===== src/rtl/core/fjrs_pkg.sv =====
// Types, codes and constants shared by the FASTA record splitter
package fjrs_pkg;

    localparam int DEPTH_MAX_DEF = 255;
    localparam int QDEPTH        = 2;

    localparam logic [7:0] CH_GT     = 8'h3E;
    localparam logic [7:0] CH_LBRACE = 8'h7B;
    localparam logic [7:0] CH_RBRACE = 8'h7D;
    localparam logic [7:0] CH_UC_A   = 8'h41;
    localparam logic [7:0] CH_UC_Z   = 8'h5A;
    localparam logic [7:0] CH_LC_A   = 8'h61;
    localparam logic [7:0] CH_LC_Z   = 8'h7A;
    localparam logic [7:0] CH_CR     = 8'h0D;
    localparam logic [7:0] CH_LF     = 8'h0A;
    localparam logic [7:0] CH_SPACE  = 8'h20;
    localparam logic [7:0] CH_QUOTE  = 8'h22;

    typedef enum logic [2:0] {
        KIND_ID      = 3'd0,
        KIND_PRE     = 3'd1,
        KIND_ANNOT   = 3'd2,
        KIND_DEF     = 3'd3,
        KIND_SEQ     = 3'd4,
        KIND_HDR_END = 3'd5,
        KIND_REC_END = 3'd6
    } t_kind;

    typedef enum logic [7:0] {
        PH_WAIT  = 8'b0000_0001,
        PH_ID    = 8'b0000_0010,
        PH_IDSP  = 8'b0000_0100,
        PH_PRE   = 8'b0000_1000,
        PH_ANNOT = 8'b0001_0000,
        PH_DEFSP = 8'b0010_0000,
        PH_DEF   = 8'b0100_0000,
        PH_SEQ   = 8'b1000_0000
    } t_phase;

    typedef struct packed {
        logic [7:0] in_byte;
        logic       end_of_input;
    } t_in;

    typedef struct packed {
        logic [7:0] out_byte;
        t_kind      kind;
        logic       annotation_closed;
        logic       header_complete;
        logic       last_of_run;
    } t_out;

    // one queue entry: the one or two results caused by a single byte
    typedef struct packed {
        logic two;
        t_out res0;
        t_out res1;
    } t_entry;

    typedef struct packed {
        logic   valid;
        logic   full;
        t_entry head;
    } t_q_status;

endpackage


===== src/rtl/core/fjrs_front.sv =====
// Front end: accepts bytes, tracks header and sequence parsing, builds queue entries
module fjrs_front
    import fjrs_pkg::*;
#(
    parameter int DEPTH_MAX = DEPTH_MAX_DEF
) (
    input  logic   i_clk,
    input  logic   i_rst_n,
    input  logic   i_in_valid,
    output logic   o_in_ready,
    input  t_in    i_in_data,
    input  logic   i_q_full,
    output logic   o_push,
    output t_entry o_entry
);

    localparam int DW = $clog2(DEPTH_MAX + 1);
    localparam logic [DW-1:0] DMAX = DW'(DEPTH_MAX);

    t_phase        r_phase, n_phase;
    logic          r_after_nl, n_after_nl;
    logic [DW-1:0] r_depth, n_depth;
    logic          r_quote, n_quote;
    logic          r_annot_ok, n_annot_ok;
    logic          r_hdr_done, n_hdr_done;
    logic          r_rec_open, n_rec_open;

    logic [7:0] b;
    logic       eol, starts, is_letter, last, accept;
    logic       m_valid, f_valid;
    t_out       m_res, f_res;

    assign b          = i_in_data.in_byte;
    assign last       = i_in_data.end_of_input;
    assign eol        = (b == CH_CR) || (b == CH_LF);
    assign starts     = (b == CH_GT) && r_after_nl;
    assign is_letter  = ((b >= CH_UC_A) && (b <= CH_UC_Z)) ||
                        ((b >= CH_LC_A) && (b <= CH_LC_Z));
    assign o_in_ready = !i_q_full;
    assign accept     = i_in_valid && o_in_ready;

    always_comb begin
        n_phase    = r_phase;
        n_depth    = r_depth;
        n_quote    = r_quote;
        n_annot_ok = r_annot_ok;
        n_hdr_done = r_hdr_done;
        n_rec_open = r_rec_open;
        m_valid    = 1'b0;
        m_res      = '{out_byte: b, kind: KIND_ID, annotation_closed: 1'b0,
                       header_complete: 1'b0, last_of_run: 1'b0};
        f_valid    = 1'b0;
        f_res      = '{out_byte: 8'd0, kind: KIND_REC_END, annotation_closed: 1'b0,
                       header_complete: 1'b0, last_of_run: 1'b1};

        case (r_phase)
            PH_WAIT: begin
                if (starts) begin
                    n_phase    = PH_ID;
                    n_depth    = '0;
                    n_quote    = 1'b0;
                    n_annot_ok = 1'b0;
                    n_hdr_done = 1'b0;
                    n_rec_open = 1'b1;
                end
            end
            PH_ID: begin
                if (eol) begin
                    m_valid                 = 1'b1;
                    m_res.out_byte          = 8'd0;
                    m_res.kind              = KIND_HDR_END;
                    m_res.annotation_closed = r_annot_ok;
                    n_hdr_done              = 1'b1;
                    n_phase                 = PH_SEQ;
                end else if (b == CH_SPACE) begin
                    n_phase = PH_IDSP;
                end else begin
                    m_valid    = 1'b1;
                    m_res.kind = KIND_ID;
                end
            end
            PH_IDSP, PH_PRE: begin
                if (eol) begin
                    m_valid                 = 1'b1;
                    m_res.out_byte          = 8'd0;
                    m_res.kind              = KIND_HDR_END;
                    m_res.annotation_closed = r_annot_ok;
                    n_hdr_done              = 1'b1;
                    n_phase                 = PH_SEQ;
                end else if ((b == CH_SPACE) && (r_phase == PH_IDSP)) begin
                    // skip separating spaces
                end else if (b == CH_LBRACE) begin
                    n_depth    = DW'(1);
                    n_quote    = 1'b0;
                    m_valid    = 1'b1;
                    m_res.kind = KIND_ANNOT;
                    n_phase    = PH_ANNOT;
                end else begin
                    m_valid    = 1'b1;
                    m_res.kind = KIND_PRE;
                    n_phase    = PH_PRE;
                end
            end
            PH_ANNOT: begin
                if (eol) begin
                    m_valid                 = 1'b1;
                    m_res.out_byte          = 8'd0;
                    m_res.kind              = KIND_HDR_END;
                    m_res.annotation_closed = r_annot_ok;
                    n_hdr_done              = 1'b1;
                    n_phase                 = PH_SEQ;
                end else begin
                    m_valid    = 1'b1;
                    m_res.kind = KIND_ANNOT;
                    if (b == CH_QUOTE) begin
                        n_quote = !r_quote;
                    end else if (!r_quote) begin
                        if (b == CH_LBRACE) begin
                            // saturate at the top depth
                            if (r_depth != DMAX) begin
                                n_depth = r_depth + DW'(1);
                            end
                        end else if (b == CH_RBRACE) begin
                            if (r_depth != '0) begin
                                n_depth = r_depth - DW'(1);
                            end
                            if (r_depth <= DW'(1)) begin
                                n_annot_ok = 1'b1;
                                n_phase    = PH_DEFSP;
                            end
                        end
                    end
                end
            end
            PH_DEFSP, PH_DEF: begin
                if (eol) begin
                    m_valid                 = 1'b1;
                    m_res.out_byte          = 8'd0;
                    m_res.kind              = KIND_HDR_END;
                    m_res.annotation_closed = r_annot_ok;
                    n_hdr_done              = 1'b1;
                    n_phase                 = PH_SEQ;
                end else if ((b == CH_SPACE) && (r_phase == PH_DEFSP)) begin
                    // skip separating spaces
                end else begin
                    m_valid    = 1'b1;
                    m_res.kind = KIND_DEF;
                    n_phase    = PH_DEF;
                end
            end
            PH_SEQ: begin
                if (starts) begin
                    // close the old record, then open the new one
                    m_valid                 = 1'b1;
                    m_res.out_byte          = 8'd0;
                    m_res.kind              = KIND_REC_END;
                    m_res.annotation_closed = r_annot_ok;
                    m_res.header_complete   = r_hdr_done;
                    n_phase                 = PH_ID;
                    n_depth                 = '0;
                    n_quote                 = 1'b0;
                    n_annot_ok              = 1'b0;
                    n_hdr_done              = 1'b0;
                    n_rec_open              = 1'b1;
                end else if (is_letter) begin
                    m_valid    = 1'b1;
                    m_res.kind = KIND_SEQ;
                end
            end
            default: begin
                n_phase = PH_WAIT;
            end
        endcase

        n_after_nl = (b == CH_LF);

        if (last) begin
            if (n_rec_open) begin
                f_valid                 = 1'b1;
                f_res.annotation_closed = n_annot_ok;
                f_res.header_complete   = n_hdr_done;
            end
            // back to the reset state
            n_phase    = PH_WAIT;
            n_after_nl = 1'b1;
            n_depth    = '0;
            n_quote    = 1'b0;
            n_annot_ok = 1'b0;
            n_hdr_done = 1'b0;
            n_rec_open = 1'b0;
        end
    end

    always_comb begin
        o_entry.two              = m_valid && f_valid;
        o_entry.res0             = m_valid ? m_res : f_res;
        o_entry.res0.last_of_run = !(m_valid && f_valid);
        o_entry.res1             = f_res;
        o_push                   = accept && (m_valid || f_valid);
    end

    always_ff @(posedge i_clk) begin
        if (!i_rst_n) begin
            r_phase    <= PH_WAIT;
            r_after_nl <= 1'b1;
            r_depth    <= '0;
            r_quote    <= 1'b0;
            r_annot_ok <= 1'b0;
            r_hdr_done <= 1'b0;
            r_rec_open <= 1'b0;
        end else if (accept) begin
            r_phase    <= n_phase;
            r_after_nl <= n_after_nl;
            r_depth    <= n_depth;
            r_quote    <= n_quote;
            r_annot_ok <= n_annot_ok;
            r_hdr_done <= n_hdr_done;
            r_rec_open <= n_rec_open;
        end
    end

endmodule


===== src/rtl/core/fjrs_queue.sv =====
// Short entry queue between the front end and the output stage
module fjrs_queue
    import fjrs_pkg::*;
(
    input  logic      i_clk,
    input  logic      i_rst_n,
    input  logic      i_push,
    input  t_entry    i_entry,
    input  logic      i_pop,
    output t_q_status o_status
);

    localparam int PW = (QDEPTH > 1) ? $clog2(QDEPTH) : 1;
    localparam int CW = $clog2(QDEPTH + 1);

    t_entry        r_mem [QDEPTH];
    logic [PW-1:0] r_wr, n_wr;
    logic [PW-1:0] r_rd, n_rd;
    logic [CW-1:0] r_count, n_count;
    logic          do_push, do_pop;

    assign o_status.valid = (r_count != '0);
    assign o_status.full  = (r_count == CW'(QDEPTH));
    assign o_status.head  = r_mem[r_rd];

    assign do_push = i_push && !o_status.full;
    assign do_pop  = i_pop && o_status.valid;

    always_comb begin
        n_wr    = r_wr;
        n_rd    = r_rd;
        n_count = r_count;
        if (do_push) begin
            n_wr = (r_wr == PW'(QDEPTH - 1)) ? '0 : r_wr + PW'(1);
        end
        if (do_pop) begin
            n_rd = (r_rd == PW'(QDEPTH - 1)) ? '0 : r_rd + PW'(1);
        end
        if (do_push && !do_pop) begin
            n_count = r_count + CW'(1);
        end else if (do_pop && !do_push) begin
            n_count = r_count - CW'(1);
        end
    end

    always_ff @(posedge i_clk) begin
        if (!i_rst_n) begin
            r_wr    <= '0;
            r_rd    <= '0;
            r_count <= '0;
        end else begin
            r_wr    <= n_wr;
            r_rd    <= n_rd;
            r_count <= n_count;
        end
    end

    always_ff @(posedge i_clk) begin
        if (do_push) begin
            r_mem[r_wr] <= i_entry;
        end
    end

endmodule


===== src/rtl/core/fjrs_back.sv =====
// Back end: unpacks queue entries into single items in the output register
module fjrs_back
    import fjrs_pkg::*;
(
    input  logic      i_clk,
    input  logic      i_rst_n,
    input  t_q_status i_q,
    output logic      o_pop,
    output logic      o_out_valid,
    input  logic      i_out_ready,
    output t_out      o_out_data
);

    logic r_valid, n_valid;
    logic r_sub, n_sub;
    t_out r_data, n_data;
    logic can_load;

    assign can_load = !r_valid || i_out_ready;

    always_comb begin
        n_valid = r_valid;
        n_sub   = r_sub;
        n_data  = r_data;
        o_pop   = 1'b0;
        if (can_load) begin
            n_valid = i_q.valid;
            if (i_q.valid) begin
                if (i_q.head.two && !r_sub) begin
                    // first of two: hold the entry for its second item
                    n_data = i_q.head.res0;
                    n_sub  = 1'b1;
                end else begin
                    n_data = r_sub ? i_q.head.res1 : i_q.head.res0;
                    n_sub  = 1'b0;
                    o_pop  = 1'b1;
                end
            end
        end
    end

    always_ff @(posedge i_clk) begin
        if (!i_rst_n) begin
            r_valid <= 1'b0;
            r_sub   <= 1'b0;
        end else begin
            r_valid <= n_valid;
            r_sub   <= n_sub;
        end
    end

    always_ff @(posedge i_clk) begin
        r_data <= n_data;
    end

    assign o_out_valid = r_valid;
    assign o_out_data  = r_data;

endmodule


===== src/rtl/core/fasta_json_record_splitter_top.sv =====
// Path: an accepted byte's items are written into the queue, then loaded into the output register.
// Throughput: one byte per cycle while the queue is not full; a byte causing two items
// gives them in turn, the single output register taking one item a cycle from the
// 2-entry queue while the output is ready. Bytes causing no item use no queue slot.
// Reset: synchronous, active low; clears parser state, queue and output register.
module fasta_json_record_splitter_top
    import fjrs_pkg::*;
#(
    parameter int DEPTH_MAX = DEPTH_MAX_DEF
) (
    input  logic i_clk,
    input  logic i_rst_n,
    input  logic i_in_valid,
    output logic o_in_ready,
    input  t_in  i_in_data,
    output logic o_out_valid,
    input  logic i_out_ready,
    output t_out o_out_data
);

    logic      push, pop;
    t_entry    entry;
    t_q_status q_status;

    fjrs_front #(
        .DEPTH_MAX (DEPTH_MAX)
    ) u_front (
        .i_clk      (i_clk),
        .i_rst_n    (i_rst_n),
        .i_in_valid (i_in_valid),
        .o_in_ready (o_in_ready),
        .i_in_data  (i_in_data),
        .i_q_full   (q_status.full),
        .o_push     (push),
        .o_entry    (entry)
    );

    fjrs_queue u_queue (
        .i_clk    (i_clk),
        .i_rst_n  (i_rst_n),
        .i_push   (push),
        .i_entry  (entry),
        .i_pop    (pop),
        .o_status (q_status)
    );

    fjrs_back u_back (
        .i_clk       (i_clk),
        .i_rst_n     (i_rst_n),
        .i_q         (q_status),
        .o_pop       (pop),
        .o_out_valid (o_out_valid),
        .i_out_ready (i_out_ready),
        .o_out_data  (o_out_data)
    );

endmodule


===== config.mk =====
export PLATFORM = sky130hd
export DESIGN_NAME = fasta_json_record_splitter_top
export DESIGN_NICKNAME = d
export VERILOG_FILES = /design/src/rtl/core/fjrs_pkg.sv /design/src/rtl/core/fjrs_front.sv /design/src/rtl/core/fjrs_queue.sv /design/src/rtl/core/fjrs_back.sv /design/src/rtl/core/fasta_json_record_splitter_top.sv
export SDC_FILE = /design/constraint.sdc
export NUM_CORES = 1
export LEC_CHECK = 0
export ABC_AREA = 1
export CAP_MARGIN = 20
export CORE_MARGIN = 2
export CORE_UTILIZATION = 28
export CTS_BUF_LIST = sky130_fd_sc_hd__clkbuf_8
export CTS_CLUSTER_DIAMETER = 150
export DETAILED_ROUTE_END_ITERATION = 8
export DONT_BUFFER_PORTS = 1
export SLEW_MARGIN = 40
export SYNTH_ARGS = -nofsm -noshare
export SYNTH_HDL_FRONTEND = slang
export SYNTH_SLANG_ARGS = --single-unit

===== constraint.sdc =====
create_clock -name i_clk -period 3 [get_ports i_clk]
set_input_delay 0.45 -clock i_clk [delete_from_list [all_inputs] [get_ports i_clk]]
set_output_delay 0.45 -clock i_clk [all_outputs]
set_load 0.02 [all_outputs]

# Yosys cells after proc, flatten, opt, wreduce, memory -nomap -nowiden
# Memories as Yosys holds them, arrays and structs flattened. A register that Yosys moved wholly into a read port is not among the register bits.
# Cells that the tools add are included.
dict set report word_totals {
  n_memories 1
  mem_bits_rw 34
  regBits 41
  wordCells 198
  in_bits 13
}
dict set report op_classes {
  n_eq_ne 36
  n_mux 97
  n_lt_le_gt_ge 5
  addsub 6
  n_reduce_logical 36
}
# name depth word_bits read_ports rd_clocked_by_memory_dff write_ports line_no
set memory_table {}
lappend memory_table {u_queue.r_mem 2 17 1 1 1 fjrs_queue.sv:16} ;# t_entry r_mem [QDEPTH];
# operator count
set ops {}
lappend ops {{2-to-1 mux 8 bit} 28}
lappend ops {{case mux 12 bit (5 select lines)} 1}
lappend ops {{2-to-1 mux 1 bit} 44}
lappend ops {{2-to-1 mux 14 bit} 3}
lappend ops {{case mux 8 bit (5 select lines)} 1}
lappend ops {{equality test 8 x 6 -> 1 bit, second input constant} 4}
lappend ops {{equality test 8 x 4 -> 1 bit, second input constant} 3}
lappend ops {{equality test 8 x 7 -> 1 bit, second input constant} 3}
lappend ops {{case mux 8 bit (3 select lines)} 1}
lappend ops {{2-to-1 mux 3 bit} 7}
lappend ops {{!= test 4 x 2 -> 1 bit, second input constant} 5}
lappend ops {{>= comparator 8 x 7 -> 1 bit, second input constant} 2}
lappend ops {{<= comparator 8 x 7 -> 1 bit, second input constant} 2}
lappend ops {{!= test 4 x 3 -> 1 bit, second input constant} 4}
lappend ops {{!= test 3 bit, second input constant} 5}
lappend ops {{2-to-1 mux 2 bit} 7}
lappend ops {{logical AND 1 bit} 13}
lappend ops {{AND reduction 12 bit} 1}
lappend ops {{AND reduction 10 bit} 1}
lappend ops {{adder 8 x 1 -> 8 bit, second input constant} 1}
lappend ops {{equality test 8 x 1 -> 1 bit, second input constant} 1}
lappend ops {{equality test 8 x 2 -> 1 bit, second input constant} 1}
lappend ops {{equality test 8 x 3 -> 1 bit, second input constant} 1}
lappend ops {{equality test 8 x 5 -> 1 bit, second input constant} 1}
lappend ops {{other kinds (24)} 40}

# Logic depth before layout (Yosys ltp)
# Gate-level depths: netlist (run 1).
dict set report logic_depth {
  word_depth 13
  ltp_mapped 17
  ltp_nobuf 17
}

# By module
# A second synthesis (run 1) with hierarchy kept.
dict set report unflattened {
  cells_unflattened 646
  area_unflattened_um2 5614.1
}
# mod seq_area_each_um2 n_inst area_each_um2 cells_per_inst
set by_module_without_submodules {}
lappend by_module_without_submodules {fjrs_front 420.4 1 2516.2 446}
lappend by_module_without_submodules {fjrs_queue 1841.8 1 2378.5 127}
lappend by_module_without_submodules {fjrs_back 460.4 1 719.4 73}

# Least setup slack after synthesis (run 1)
# OpenSTA, ideal clock, no wires.
dict set report synth_path {
  path_type {input to register}
  from {input port i_in_data[7] in the netlist's numbering}
  to {memory u_queue.r_mem[0][0] in the netlist's numbering (enable)}
  t_required_ns 2.610
  cell_stages 11
  n_path_buf 0
  setup_time_ns 0.390
  setup_slack_ns 0.571
  arrival_time_ns 2.038
  cell_sequence {inv_2 -> nand2_1 -> nor2_1 -> nand3_1 -> inv_1 -> nand2_1 -> nand2_1 -> nand2_1 -> nand4_1 -> nand2_1 -> nor2_1}
}
dict set report synth_via {
  elab_chain_cells 11
}
# element line_no
set synth_rtl {}
lappend synth_rtl {{start, declared} fasta_json_record_splitter_top.sv:15} ;# input t_in i_in_data,
lappend synth_rtl {{>= comparator 8 x 7 -> 1 bit (tied with other cells)} fjrs_front.sv:37} ;# assign is_letter = ((b >= CH_UC_A) && (b <= CH_UC_Z)) ||
lappend synth_rtl {{logical AND 1 bit, on equally long branches} {fjrs_front.sv:37, fjrs_front.sv:36, fjrs_front.sv:38}}
lappend synth_rtl {{logical OR 1 bit or 2-to-1 mux 1 bit (tied branches)} {fjrs_front.sv:37, fjrs_front.sv:58, fjrs_front.sv:152}}
lappend synth_rtl {{2-to-1 mux 1 bit, on equally long branches} n/a}
lappend synth_rtl {{2-to-1 mux 1 bit, on equally long branches} {fjrs_front.sv:152, fjrs_front.sv:178}}
lappend synth_rtl {{case mux 1 bit (5 select lines) or 2-to-1 mux 1 bit (tied branches)} {fjrs_front.sv:56, fjrs_front.sv:177}}
lappend synth_rtl {{logical OR 1 bit *} fjrs_front.sv:199} ;# o_push = accept && (m_valid || f_valid);
lappend synth_rtl {{logical AND 1 bit *} fjrs_front.sv:199}
lappend synth_rtl {{logical AND 1 bit *} fjrs_queue.sv:26} ;# assign do_push = i_push && !o_status.full;
lappend synth_rtl {{2-to-1 mux 1 bit *} fjrs_queue.sv:59} ;# if (do_push) begin
lappend synth_rtl {{2-to-1 mux 1 bit (not written as such) *} fjrs_queue.sv:60} ;# r_mem[r_wr] <= i_entry;
lappend synth_rtl {{end, declared} fjrs_queue.sv:16}
# Every way passes the cells marked *; elsewhere a longest branch is shown, timed or not.

# Final worst setup path (run 1)
dict set report layout_path {
  from {register u_front.r_phase[4]}
  to {register u_queue.r_count[1]}
}
dict set report layout_via {
  elab_chain_cells 11
}
# element line_no
set layout_rtl {}
lappend layout_rtl {{start, declared} fjrs_front.sv:20} ;# t_phase r_phase, n_phase;
lappend layout_rtl {{start signal, assigned} fjrs_front.sv:212} ;# r_phase <= n_phase;
lappend layout_rtl {{equality test 8 x 6 -> 1 bit (tied with other cells)} {fjrs_front.sv:56, fjrs_front.sv:143}}
lappend layout_rtl {{logical AND 1 bit (tied with other cells)} fjrs_front.sv:143} ;# end else if ((b == CH_SPACE) && (r_phase == PH_DEFSP)) begin
lappend layout_rtl {{2-to-1 mux 1 bit, on equally long branches} n/a}
lappend layout_rtl {{2-to-1 mux 1 bit, on equally long branches} {fjrs_front.sv:136, fjrs_front.sv:83, fjrs_front.sv:178}}
lappend layout_rtl {{case mux 1 bit (5 select lines) or 2-to-1 mux 1 bit (tied branches)} {fjrs_front.sv:56, fjrs_front.sv:177}}
lappend layout_rtl {{logical OR 1 bit *} fjrs_front.sv:199}
lappend layout_rtl {{logical AND 1 bit *} fjrs_front.sv:199}
lappend layout_rtl {{logical AND 1 bit *} fjrs_queue.sv:26}
lappend layout_rtl {{named net u_queue.do_push} fjrs_queue.sv:20} ;# logic do_push, do_pop;
lappend layout_rtl {{logical NOT 1 bit} fjrs_queue.sv:41} ;# end else if (do_pop && !do_push) begin
lappend layout_rtl {{logical AND 1 bit} fjrs_queue.sv:41}
lappend layout_rtl {{nonzero test 2 bit (no source line)} n/a}
lappend layout_rtl {{end signal, assigned} fjrs_queue.sv:54} ;# r_count <= n_count;
lappend layout_rtl {{end, declared} fjrs_queue.sv:19} ;# logic [CW-1:0] r_count, n_count;
# Mark *: on every way through the listed nets, which the timed path passes. The rest lies on a longest branch.
# A chain may end at the register's enable or synchronous reset.

==> results by group, run 1 <==
CTS
  • Clk_lat worst skew: between 0.3 and 0.4 ns
  • Maximum clock path buffer count: 2
  • Root buffer cell: clkbuf_8
  • Post-CTS Setup Bufs: 0
  • Htree depth: 3
  • CTS resizes: 0
  • Clock transition at the registers of the reported paths: 0.08 ns
  • Hold buffer count at cts: 0
  • CTS tree: built
  • Clock sink count: 76
  • Cts bufs inserted: 9

Worst setup path
  • CP Launch Point: u_front.r_phase[4]
  • Worst Setup End Kind: register
  • R2r worst-path depth: 15
  • Setup crit start kind: register
  • Worst-path maximum fanout: 5
  • Critical Path RT: 3.25 ns
  • R2R setup slack: 0.63 ns
  • End point of the critical path: u_queue.r_count[1]
  • Kind of critical path: reg2reg
  • Reg2reg end: u_queue.r_count[1]
  • FF-to-FF Start: u_front.r_phase[4]
  • Critical Path AT: 2.62 ns

STA
  • RSZ-0062 raised after global routing: no
  • Worst-margin pin slew: 0.565 ns
  • Endpoints failing setup: 0
  • Relative slew margins: between 60% and 70%
  • Fmax: about 0.42 GHz
  • Max-slew violations: 0
  • Final worst path period need: roughly 2.4 ns
  • Setup TNS: 0 ns
  • Final Hold Viols: 0
  • Clock skew: 0.0111 ns
  • Final worst path period share: 79.1%

Layout
  • Register area: 0.00200 mm2
  • Multi-input combinational cell area: 0.00189 mm2
  • Fill cell count: ~1500
  • Fin nets: 543
  • Area added between synthesis and finish: 9.37%
  • Diode count: 0
  • Layout cells sized above 1: 13.4%

Floorplanning
  • Core Box Area: 0.0146 mm2
  • Num rows: 44
  • I/O pin cnt: 29
  • Die H: 126 um
  • Initial Util: 28.7%
  • Total Die Area: 0.0160 mm2
  • Die Wd: ~130 um

Hold path
  • Hold Crit Class: in2reg

Yosys
  • Syn nets: 538
  • Post-synth EDFFs: between 40 and 50
  • Post-synth top cells: 110 x nand2_1, 82 x nor2_1, 48 x edfxtp_1, 48 x inv_1, 38 x nand3_1
  • Synth top area cells: edfxtp_1 34%, dfxtp_1 13%, nand2_1 9.9%, nor2_1 7.3%, nand3_1 4.5%
  • Synth Register Bits: 76
  • Post-synthesis sequential area ratio: 47.8%
  • Post-Synthesis Cells: between 500 and 600
  • Main flop type after synthesis: edfxtp_1
  • Post-synthesis cell area: 0.00419 mm2
  • Syn_area_per_cell: 8.06 um2
  • Largest area contributor in the synthesized netlist: edfxtp_1
  • Async S/R FF share, synth: 0%
  • Share of the synthesized area in the top cell type: approximately a third
  • Warnings, synthesis: 0
  • Netlist cell types: 39
  • Most common cell in the synthesized netlist: nand2_1

Global routing
  • First-pass GRT wire length: about 15 mm
  • Initial antenna violation count: 0
  • GRT Total Usage: roughly an eighth
  • Largest net degree at the start of global routing: 19
  • Vias in the first global route: around 3300
  • Grt ovf: 0

Detailed routing
  • DR pass1 iterations: 5
  • Routed wire per std cell: 12.6 um
  • Post-route ant nets: 0
  • Drt total wl: between 9 and 10 mm
  • Vias per cell: 4.76
  • 1st-iter DRT viols: roughly 260
  • Via count: 3401
  • Residual DRC: 0

Place
  • Hpwl dp: 6.78 mm
  • I/O Buffers: 0
  • Routability Congestion: 0.965

Pwr
  • Leak pwr: between 1.5 and 2 nW
  • Worst vdd ir: 0.235 mV
  • Total power: 3.36 mW
  • PD cells: 733 mW/mm2

Flow run
  • Total of max-cap violations: 0

Status
  • Status: finished clean
[power breakdown]
part | switching [mW] | internal (mW) | total (mW)
sequential | 0.231 | 1.38 | 1.61
combinational | 0.704 | 0.323 | 1.03
clock | 0.415 | 0.313 | 0.728
[flip-flops by register name, summed over array words and instances (netlist names), named ones only]
register,cells
u_front.r_quote,1
u_front.r_annot_ok,1
u_front.r_rec_open,1
u_back.o_out_data,14
u_queue.r_wr,1
u_front.r_after_nl,1
u_front.r_hdr_done,1
u_queue.r_count,2
u_front.r_depth,8
u_queue.r_mem,34
u_back.o_out_valid,1
u_back.r_sub,1
u_front.r_phase,8
u_queue.r_rd,1
[metal layers]
metal,wire (um),up-vias,share of wire (%),global-route usage (%)
met5,0,-,0,0
met4,184,0,2.0,4.78
met3,442,13,4.9,2.70
met2,4320,104,48,19.9
met1,4080,1564,45,14.2
li1,-,1720,-,-
[cell usage in the layout, fill, tap and decap left out, types with 7 or more instances in the layout]
cell type and instances:
nor3_1 11, o21ai_0 24, inv_2 10, nand4_1 12
nor2_2 7, edfxtp_1 48, nor2_1 82, dfxtp_1 28
xor2_1 10, a21oi_1 32, inv_1 48, nand2_1 110
clkbuf_8 9, nand3_1 38, nand2_2 7
[per-stage QoR]
stage | std cells | worst slack, ns | cell area, um2 | hold slack (ns) | utilization, %
after floorplan | 520 | 0.571 | 4190 | 0.425 | -
after global placement | 698 | 0.611 | 4400 | 0.436 | 30.2
after detailed placement | 698 | 0.562 | 4400 | 0.444 | 30.2
after CTS | 714 | 0.636 | 4580 | 0.159 | 31.4
after global routing | 714 | 0.358 | 4580 | 0.167 | 31.4
final | 714 | 0.628 | 4580 | 0.187 | 31.4
[critical path, stage by stage, from the launching register on]
cell,delay [ns]
dfxtp_1,0.34
nor2_2,0.18
nand2_2,0.10
nor2_2,0.21
nor2_1,0.14
nand3_1,0.10
nand2_1,0.05
nand2_1,0.09
nand4_1,0.14
nand2_1,0.11
inv_1,0.05
ha_1,0.29
a21oi_1,0.12
o21ai_0,0.11
o21ai_0,0.16
a21oi_1,0.06
[final cells by class]
cell class,count,share of cell area [%]
timing repair buffer,6,0.983
sequential,76,43.7
clock inverter,7,1.26
multi-input combinational,370,41.2
inverter,62,5.21
tap,184,5.02
clock buffer,9,2.70
[cell families (layout without fill, tap and decap cells)]
family,count (synthesis),after routing,synth area share [%]
AND/OR/NAND/NOR,288,288,32.8
AO/OA/AOI/OAI,66,66,8.39
XOR/XNOR,11,11,2.30
buffers and inverters,74,84,7.22
adder cells (fa/ha/maj),5,5,1.49
flip-flops,76,76,47.8
[worst min path at each step]
stage	from	to	slack, ns	cells after the start
detailed placement	u_queue.r_rd	register	0.44	1
floorplan	u_queue.r_rd	register	0.43	1
finish	i_rst_n	u_front.r_phase[0]	0.19	1
global route	i_rst_n	u_front.r_phase[0]	0.17	1
CTS	i_rst_n	u_front.r_phase[0]	0.16	1
global placement	u_queue.r_rd	u_queue.r_rd	0.44	1
Power figures use the tool's default switching activity.
==> run 2, diff against run 1 <==
==> constraint.sdc (replaced) <==
create_clock -name i_clk -period 2 [get_ports i_clk]
set_input_delay 0.3 -clock i_clk [delete_from_list [all_inputs] [get_ports i_clk]]
set_output_delay 0.3 -clock i_clk [all_outputs]
set_load 0.02 [all_outputs]
==> run 2 against run 1 <==
Against the previous run: the flow now finishes with violations (setup timing); global-route usage is 1.4 points higher; register-to-register slack worse by 0.66 ns; via count is 5.8% higher; routed wire length is 13% higher; combinational power is 100% higher; count of clock-buffer cells in the layout stayed put; fmax is 17% higher; critical endpoint is now u_queue.r_mem[1][14]; largest cell class is now multi-input combinational cells.
==> results by group, run 2 (synthesis results as in run 1) <==
Status
  • Status: complete, but fails checks (was finished clean)
  • Failing checks: setup timing

Global routing
  • Initial antenna violation count: 0 (unchanged)
  • Largest net degree at the start of global routing: 18 (was 19)
  • Grt ovf: 0 (unchanged)
  • First-pass GRT wire length: 16.9 mm (was 15.2 mm)
  • Vias in the first global route: 3537 (was 3299)
  • GRT Total Usage: 13.1% (was 11.7%)

Pwr
  • Clk pwr share: 21.6% (was 21.7%)
  • Leak pwr: 2.17 nW (was 1.87 nW)
  • Net Sw Power: 2.25 mW (was 1.35 mW)
  • Total power: 5.71 mW (was 3.36 mW)
  • Comb pwr share: 36.0% (was 30.5%)
  • PD cells: 1090 mW/mm2 (was 733 mW/mm2)
  • Worst vdd ir: 0.373 mV (was 0.235 mV)
  • Net Sw Frac: 39.4% (was 40.2%)
  • Cell internal pwr: 3.46 mW (was 2.01 mW)
  • Sequential Power Share: 42.5% (was 47.8%)

Layout
  • Reg with most FFs: u_queue.r_mem (unchanged)
  • Commonest non-fill, non-tap cells in the layout: 101 x nand2_1, 74 x nor2_1, 54 x buf_4, 48 x edfxtp_1, 44 x inv_1 (was 110 x nand2_1, 82 x nor2_1, 48 x inv_1, 48 x edfxtp_1, 38 x nand3_1)
  • Final core utilization: 35.9% (was 31.4%)
  • Area added between synthesis and finish: 24.9% (was 9.37%)
  • Final Cell Area: 0.00524 mm2 (was 0.00458 mm2)
  • Fin nets: 595 (was 543)
  • Diode count: 0 (unchanged)
  • Fill cell count: 1445 (was 1497)
  • Max FFs per register: 34 (unchanged)
  • Most common cell after layout, fill and taps aside: nand2_1 (unchanged)
  • Layout cells sized above 1: 27.8% (was 13.4%)

STA
  • Fin worst setup slack: -0.0351 ns (was 0.628 ns)
  • Worst-margin pin slew: 0.656 ns (was 0.565 ns)
  • Final worst path period need: 2.04 ns (was 2.37 ns)
  • RSZ-0062 raised after global routing: yes (was no)
  • Relative slew margins: 56.0% (was 62.1%)
  • Final worst path period share: 102% (was 79.1%)
  • Clock skew: 0.00520 ns (was 0.0111 ns)
  • Endpoints failing setup: 35 (was 0)
  • Final Hold Viols: 0 (unchanged)
  • Fmax: 0.491 GHz (was 0.422 GHz)
  • Max-slew violations: 0 (unchanged)
  • Setup TNS: -0.879 ns (was 0 ns)

CTS
  • Clock sink count: 76 (unchanged)
  • Clk_lat worst skew: 0.36 ns (about the same)
  • Clock transition at the registers of the reported paths: 0.09 ns (was 0.08 ns)
  • Cts bufs inserted: 9 (unchanged)
  • Htree depth: 3 (unchanged)
  • Maximum clock path buffer count: 2 (unchanged)
  • CTS tree: built (unchanged)
  • Root buffer cell: clkbuf_8 (unchanged)

Worst setup path
  • Worst Setup End Kind: register (unchanged)
  • FF-to-FF Start: u_front.r_phase[4] (unchanged)
  • R2R setup slack: -0.04 ns (was 0.63 ns)
  • End point of the critical path: u_queue.r_mem[1][14] (was u_queue.r_count[1])
  • Critical Path AT: 2.10 ns (was 2.62 ns)
  • Reg2reg end: u_queue.r_mem[1][14] (was u_queue.r_count[1])
  • Setup crit start kind: register (unchanged)
  • Worst-path maximum fanout: 17 (was 5)
  • CP Launch Point: u_front.r_phase[4] (unchanged)
  • Critical Path RT: 2.07 ns (was 3.25 ns)
  • R2r worst-path depth: 13 (was 15)
  • Kind of critical path: reg2reg (unchanged)

Flow run
  • Total of max-cap violations: 0 (unchanged)

Hold path
  • Hold Crit Depth: 1 (unchanged)
  • Hold Crit Class: in2reg (unchanged)

Detailed routing
  • DR pass1 iterations: 4 (was 5)
  • Vias per cell: 4.70 (was 4.76)
  • Drt total wl: 10.2 mm (was 9.02 mm)
  • Via count: 3598 (was 3401)
  • 1st-iter DRT viols: 231 (was 255)
  • Residual DRC: 0 (unchanged)
  • Post-route ant nets: 0 (unchanged)
  • Routed wire per std cell: 13.4 um (was 12.6 um)

Floorplanning
  • Die H: 126 um (unchanged)
  • I/O pin cnt: 29 (unchanged)
  • Num rows: 44 (unchanged)
  • Core Box Area: 0.0146 mm2 (unchanged)
  • Die Wd: 126 um (unchanged)
  • Total Die Area: 0.0160 mm2 (unchanged)
  • Initial Util: 28.7% (unchanged)

Place
  • Place WS: -0.128 ns (was 0.562 ns)
  • I/O Buffers: 0 (unchanged)
  • Hpwl dp: 7.47 mm (was 6.78 mm)
  • Placed Area: 0.00484 mm2 (was 0.00440 mm2)
  • Routability Congestion: 0.959 (was 0.965)
-- run 2: cell count changes in the layout (fill, tap and decap cells not counted), sizes merged --
cell	before	now
buf	6	57
bufinv	0	1
inv	63	61
clkbuf	9	10
clkinv	4	5
-- run 2: layer usage --
| metal | track usage, % | up-vias | wire length, um |
|---|---|---|---|
| met2 | 23.7 | 72 | 5250 |
| met4 | 5.11 | 0 | 163 |
| met1 | 14.8 | 1692 | 4430 |
| met3 | 3.16 | 15 | 397 |
| met5 | 0 | - | 0 |
| li1 | - | 1819 | - |
-- run 2: cell type report --
cell class	instances	area (um2)	share of cell area, %
multi-input combinational	370	2060	39.3
sequential	76	2020	38.5
timing repair buffer	58	482	9.20
inverter	62	245	4.68
tap	184	230	4.40
clock buffer	9	124	2.37
clock inverter	7	83.8	1.60
-- run 2: power by group through the flow --
stage	sequential, mW	combinational, mW	clock (mW)
global placement	2.45	1.85	0
detailed placement	2.46	1.90	0
global route	2.46	2.27	1.33
finish	2.43	2.06	1.23
CTS	2.43	2.03	1.27
floorplan	2.42	1.33	0
-- run 2: worst max-delay path: stages (launching register included) --
cell        delay [ns]
dfxtp_4           0.37
nor2_4            0.15
nand2_4           0.11
inv_4             0.08
nand3_4           0.07
nand2_2           0.08
nand2_2           0.06
nand2_1           0.09
nand2_2           0.06
nand4_1           0.15
buf_4             0.14
nand3_1           0.12
clkinvlp_4        0.12
buf_12            0.16
-- run 2: worst min path at each step --
stage                      start                  to  slack, ns
floorplan           u_queue.r_rd            register       0.43
global placement         i_rst_n  u_front.r_phase[0]       0.40
detailed placement       i_rst_n  u_front.r_phase[0]       0.41
CTS                      i_rst_n  u_front.r_phase[0]       0.03
global route             i_rst_n  u_front.r_phase[0]       0.03
finish                   i_rst_n  u_front.r_phase[0]       0.05
-- run 2: what timing repair did --
action / in CTS / in global routing
setup endpoints to repair: 36 / 56
hold buffers: 0 / 0
gates cloned: 1 / 0
hold endpoints to repair: 0 / 0
setup buffers: 7 / 1
resized for setup: 17 / 16
pin swaps: 11 / 4
-- run 2: metrics by stage --
| stage | hold slack [ns] | cells |
|---|---|---|
| finish | 0.0454 | 766 |
| global route | 0.0330 | 766 |
| CTS | 0.0298 | 765 |
| detailed placement | 0.411 | 741 |
| global placement | 0.398 | 741 |
| floorplan | 0.425 | 520 |
